### config.mk
export PLATFORM = sky130hd
export DESIGN_NAME = varint_encoder_64_top
export DESIGN_NICKNAME = d
export VERILOG_FILES = /design/src/hw/rtl/vle64_pkg.sv /design/src/hw/rtl/varint_encoder_64_top.sv
export SDC_FILE = /design/constraint.sdc
export NUM_CORES = 1
export LEC_CHECK = 0
export BUFFER_PORTS_ARGS = -buffer_cell sky130_fd_sc_hd__buf_2
export CORE_AREA = 5 5 138 140
export CTS_BUF_LIST = sky130_fd_sc_hd__clkbuf_4 sky130_fd_sc_hd__clkbuf_8
export CTS_CLUSTER_DIAMETER = 30
export DETAILED_ROUTE_END_ITERATION = 16
export DIE_AREA = 0 0 143 145
export MAX_ROUTING_LAYER = met4
export PLACE_DENSITY = 0.89
export SLEW_MARGIN = 0
export SYNTH_ARGS = -nofsm -noshare
export SYNTH_HDL_FRONTEND = slang
export SYNTH_SLANG_ARGS = --single-unit
### constraint.sdc
create_clock -name aclk -period 8.28 [get_ports aclk]
set_clock_uncertainty 0.05 [all_clocks]
set_input_delay 1.656 -clock aclk [delete_from_list [all_inputs] [get_ports aclk]]
set_output_delay 1.656 -clock aclk [all_outputs]
set_load 0.02 [all_outputs]
### src/hw/rtl/vle64_pkg.sv
`timescale 1ns / 1ps

package vle64_pkg;

    // Format selector bits.
    localparam int unsigned FMT_SIGNED_BIT = 0;
    localparam int unsigned FMT_V2_BIT     = 1;

    // Byte index of the ninth byte, which carries 8 data bits and no flag.
    localparam logic [3:0] LAST_BYTE_IDX = 4'd8;

    localparam logic [63:0] MAG_MSB_MASK = 64'h7fff_ffff_ffff_ffff;

    typedef struct packed {
        logic [1:0]  func;
        logic [63:0] value;
    } vle_in_t;

    typedef struct packed {
        logic [7:0] out_byte;
        logic       last;
    } vle_out_t;

endpackage

### src/hw/rtl/varint_encoder_64_top.sv
`timescale 1ns / 1ps

// Channel   Direction  Handshake         Payload
// s_        in         s_valid/s_ready   vle64_pkg::vle_in_t  (func, value)
// m_        out        m_valid/m_ready   vle64_pkg::vle_out_t (out_byte, last)
//
// An input beat passes an input register and a magnitude register, then a
// byte serializer that loads the sign-mapped value and emits one output beat
// per cycle while m_ready does not stall, 1 to 9 bytes per item; it takes a
// new item in the cycle its last byte moves to the output register. Reset
// (aresetn, synchronous) clears all valid bits. A stall on m_ready holds every
// stage; nothing is dropped or repeated.
module varint_encoder_64_top (
    input  logic                aclk,
    input  logic                aresetn,
    input  logic                s_valid,
    output logic                s_ready,
    input  vle64_pkg::vle_in_t  s_data,
    output logic                m_valid,
    input  logic                m_ready,
    output vle64_pkg::vle_out_t m_data
);

    // Stage 1: input register.
    logic               st1_valid_reg;
    vle64_pkg::vle_in_t st1_data_reg;
    logic               st1_ready;

    // Stage 2: magnitude.
    logic        st2_valid_reg;
    logic [63:0] st2_mag_reg;
    logic        st2_signed_reg;
    logic        st2_neg_reg;
    logic        st2_v2_reg;
    logic        st2_ready;

    // Serializer.
    logic        ser_valid_reg;
    logic [63:0] ser_rem_reg;
    logic [3:0]  ser_idx_reg;
    logic        ser_v2_reg;
    logic        ser_adv;
    logic        ser_free;
    logic        ser_cont;
    logic        ser_last;
    logic [7:0]  ser_byte;
    logic [63:0] ser_rem_next;
    logic [63:0] st2_rem;

    // Output register.
    logic                m_valid_reg;
    vle64_pkg::vle_out_t m_data_reg;

    logic        st1_signed;
    logic        st1_v2;
    logic        st1_neg;
    logic [63:0] st1_inv;
    logic [63:0] st1_mag;

    assign ser_adv   = ser_valid_reg && (!m_valid_reg || m_ready);
    assign ser_free  = !ser_valid_reg || (ser_adv && ser_last);
    assign st2_ready = !st2_valid_reg || ser_free;
    assign st1_ready = !st1_valid_reg || st2_ready;
    assign s_ready   = st1_ready;

    always_comb begin
        st1_signed = st1_data_reg.func[vle64_pkg::FMT_SIGNED_BIT];
        st1_v2     = st1_data_reg.func[vle64_pkg::FMT_V2_BIT];
        st1_neg    = st1_signed && st1_data_reg.value[63];
        st1_inv    = ~st1_data_reg.value;
        if (!st1_neg) begin
            st1_mag = st1_data_reg.value;
        end else if (st1_v2) begin
            st1_mag = st1_inv;
        end else begin
            st1_mag = (st1_inv + 64'd1) & vle64_pkg::MAG_MSB_MASK;
        end
    end

    // Sign at bit 6; magnitude bits 6 and up move up by one.
    always_comb begin
        if (st2_signed_reg) begin
            st2_rem = {st2_mag_reg[62:6], st2_neg_reg, st2_mag_reg[5:0]};
        end else begin
            st2_rem = st2_mag_reg;
        end
    end

    always_comb begin
        ser_cont     = (ser_idx_reg != vle64_pkg::LAST_BYTE_IDX) &&
                       (ser_rem_reg[63:7] != 57'd0);
        ser_last     = !ser_cont;
        ser_byte     = (ser_idx_reg == vle64_pkg::LAST_BYTE_IDX) ? ser_rem_reg[7:0]
                                                                 : {ser_cont, ser_rem_reg[6:0]};
        ser_rem_next = {7'd0, ser_rem_reg[63:7]} - {63'd0, ser_v2_reg};
    end

    always_ff @(posedge aclk) begin
        if (!aresetn) begin
            st1_valid_reg <= 1'b0;
            st2_valid_reg <= 1'b0;
            ser_valid_reg <= 1'b0;
            m_valid_reg   <= 1'b0;
        end else begin
            if (st1_ready) begin
                st1_valid_reg <= s_valid;
            end
            if (st2_ready) begin
                st2_valid_reg <= st1_valid_reg;
            end
            if (ser_free) begin
                ser_valid_reg <= st2_valid_reg;
            end
            if (ser_adv) begin
                m_valid_reg <= 1'b1;
            end else if (m_ready) begin
                m_valid_reg <= 1'b0;
            end
        end
    end

    always_ff @(posedge aclk) begin
        if (st1_ready) begin
            st1_data_reg <= s_data;
        end
        if (st2_ready) begin
            st2_mag_reg    <= st1_mag;
            st2_signed_reg <= st1_signed;
            st2_neg_reg    <= st1_neg;
            st2_v2_reg     <= st1_v2;
        end
        if (ser_free) begin
            ser_rem_reg <= st2_rem;
            ser_idx_reg <= 4'd0;
            ser_v2_reg  <= st2_v2_reg;
        end else if (ser_adv) begin
            ser_rem_reg <= ser_rem_next;
            ser_idx_reg <= ser_idx_reg + 4'd1;
        end
        if (ser_adv) begin
            m_data_reg.out_byte <= ser_byte;
            m_data_reg.last     <= ser_last;
        end
    end

    assign m_valid = m_valid_reg;
    assign m_data  = m_data_reg;

    // The serializer never runs past the ninth byte.
    assert property (@(posedge aclk) disable iff (!aresetn)
        ser_valid_reg |-> (ser_idx_reg <= vle64_pkg::LAST_BYTE_IDX))
        else $error("serializer byte index out of range");

    // The ninth byte always closes the item.
    assert property (@(posedge aclk) disable iff (!aresetn)
        (ser_valid_reg && ser_idx_reg == vle64_pkg::LAST_BYTE_IDX) |-> ser_last)
        else $error("ninth byte not marked last");

    // A continuation byte keeps the same item and steps the index.
    assert property (@(posedge aclk) disable iff (!aresetn)
        (ser_adv && !ser_last) |=>
            (ser_valid_reg && ser_idx_reg == $past(ser_idx_reg) + 4'd1))
        else $error("serializer lost its item mid-encoding");

    // A negative mark only comes from a signed format.
    assert property (@(posedge aclk) disable iff (!aresetn)
        (st2_valid_reg && !st2_signed_reg) |-> !st2_neg_reg)
        else $error("sign set on unsigned format");

endmodule

==> out/metrics.cfg <==
[pwr]
switching_share_pct=24.3
cellPowerDensity_nw_per_um2=218
leakage_nw=4.18
peakVddDrop_mv=0.152
totalPowerFinal_mw=2.56
seqPwrFrac_pct=55.4
combPwrFrac_pct=9.7
p_int_mw=1.93
switchingPower_uw=622
clkPwrFrac_pct=34.8

[logic_synthesis]
dominantRegCellSynth=edfxtp_1
synth_seq_cells=215
netlist_instances=851
avgSynthCellArea_sq_um=12.2
syn_area_sq_um=10400
synth_enable_flop_cells=207
syn_nets=926
synth.distinct_cells=50
yosys_warnings=0
ys_seq_area_share_pct=61.2
synthArstFlopShare_pct=0

[placement]
hpwl_microns=14400
dp.cells=1132
place_congestion=0.903
place_ws_ns=2.84
place.port_buffers=80
postPlaceCellArea_sq_um=11000

[floorplan]
coreArea_sq_um=17700
die_y_microns=145
ioPinCount=81
start_util_pct=58.8
row_count=49
die_w_microns=143
die_area_sq_um=20700

[cells_and_area]
largest_reg_flops=66
drive_above_1_share_pct=16.2
diodes=0
fillers=1218
finalInstanceArea_sq_um=11700
fin_nets=1016
final_cells=1191
area_growth_pct=12.4
postLayoutCoreUtil_pct=66.1

[timing]
hold_violations=0
tns_ns=0
setup_ws_ns=2.86
worst_pin_slew_ns=1.08
max_freq_ghz=0.184
grt_setup_unrepaired=no
slew_headroom_pct=28.1
finalMaxSlewViolations=0
whs_ns=0.367
layout_worst_path_cycle_share_pct=65.5
finalWorstPathRequiredPeriod_ns=5.42
setup_viol=0

[outcome]
outcome=complete, no violations

[critical_path]
crit_required_ns=6.57
crit_fanout=68
crit_type=in -> out
startpoint_type=primary input
r2r_slack_ns=4.57
end_kind=primary output
cp_data_arrival_time_ns=3.72

[clock_network]
cts_tree=done
cts_resized=0
numCtsBuffers=36
hold_buffers=0
cts-root-buf=clkbuf_8
clk_latency_ns=0.51
clockBufferDepth=3
clock-sinks=215
cts_max_level=2
clk_pin_slew_worst_paths_ns=0.06
post_cts_buffers=0

[routing]
drt_iter0_markers=490
vias_per_cell=5.83
via_count=6945
wl_per_cell_microns=17.1
route.detailed.drc=0
totalWireLength_microns=20400
drtPass1Iterations=5
ant_nets=0

[global_route]
grt_pass1_wl_microns=33500
grt_pass1_vias=6805
grt_max_degree=108
globalRoute.totalOverflow=0
antenna_found_initial=0
grt_util_all_layers_pct=20.5

[worst_hold_path]
hp-class=reg -> reg

[run]
cap_violations=0

critical path, stage by stage:
cell     delay [ns]
buf_2          0.07
nor2b_1        0.08
or3_1          0.38
nor3_1         0.27
a31oi_4        0.17
nand3_4        0.12
buf_4          0.63
buf_2          0.29
final timing paths:
check	end	cells past startpoint	from
worst min register to register	m_data[4]	0	ser_rem_reg[3]
worst max register to register	ser_rem_reg[61]	8	ser_rem_reg[26]
worst min-delay path	m_data[4]	0	ser_rem_reg[3]
worst max-delay path	s_ready	8	m_ready
layer usage:
metal | GRT usage, % | wire length, microns | up-vias
met2 | 31.9 | 9850 | 290
met4 | 6.42 | 473 | 0
li1 | - | - | 3368
met3 | 3.62 | 1610 | 41
met5 | - | 0 | -
met1 | 27.7 | 8450 | 3246
cells in the final DEF, fill, tap and decap left out, types with 13 or more instances in the layout:
cell      instances
nand2_1          45
clkbuf_8         37
nor2_1           49
mux2i_1          22
buf_2            80
o21ai_0          37
xor2_1           72
xnor2_1          46
nor3_1           28
nor4_1           14
nor2b_1          44
a21oi_1          66
nand3_1          19
a211oi_1         38
inv_1            13
edfxtp_1        207
cell usage after synthesis (14+ instances only):
| master | n | share of area (%) |
|---|---|---|
| a211oi_1 | 38 | 2.7 |
| a21oi_1 | 66 | 3.2 |
| clkbuf_1 | 24 | 0.87 |
| edfxtp_1 | 207 | 60 |
| mux2i_1 | 22 | 2.1 |
| nand2_1 | 47 | 1.7 |
| nand3_1 | 20 | 0.96 |
| nor2_1 | 49 | 1.8 |
| nor2b_1 | 44 | 2.6 |
| nor3_1 | 29 | 1.4 |
| nor4_1 | 14 | 0.84 |
| o21ai_0 | 37 | 1.8 |
| xnor2_1 | 46 | 3.9 |
| xor2_1 | 72 | 6.1 |
power groups by stage:
stage / registers [mW] / clock network [mW] / logic [mW]
floorplan: 1.41 / 0 / 0.181
global placement: 1.43 / 0 / 0.235
detailed placement: 1.44 / 0 / 0.245
CTS: 1.42 / 0.902 / 0.248
global route: 1.43 / 0.958 / 0.277
finish: 1.42 / 0.890 / 0.249
kinds of logic (layout without fill, tap and decap cells):
| family | after synthesis | after routing | synth area share, % |
|---|---|---|---|
| mux | 22 | 22 | 2.11 |
| buf+inv | 49 | 160 | 1.86 |
| fa+ha+maj | 5 | 5 | 0.601 |
| flops | 215 | 215 | 61.2 |
| simple gates | 275 | 275 | 14.8 |
| xor+xnor | 118 | 118 | 9.92 |
| compound gates | 167 | 167 | 9.51 |
layout make-up:
| cell class | instances | area (sq um) | share of cell area [%] |
|---|---|---|---|
| Clock buffer | 40 | 532 | 4.54 |
| Clock inverter | 19 | 139 | 1.19 |
| Multi-Input combinational cell | 587 | 3880 | 33.1 |
| Sequential cell | 215 | 6380 | 54.4 |
| Inverter | 15 | 56.3 | 0.481 |
| Tap cell | 229 | 287 | 2.45 |
| Timing Repair Buffer | 86 | 445 | 3.80 |
Power figures use the tool's default switching activity.
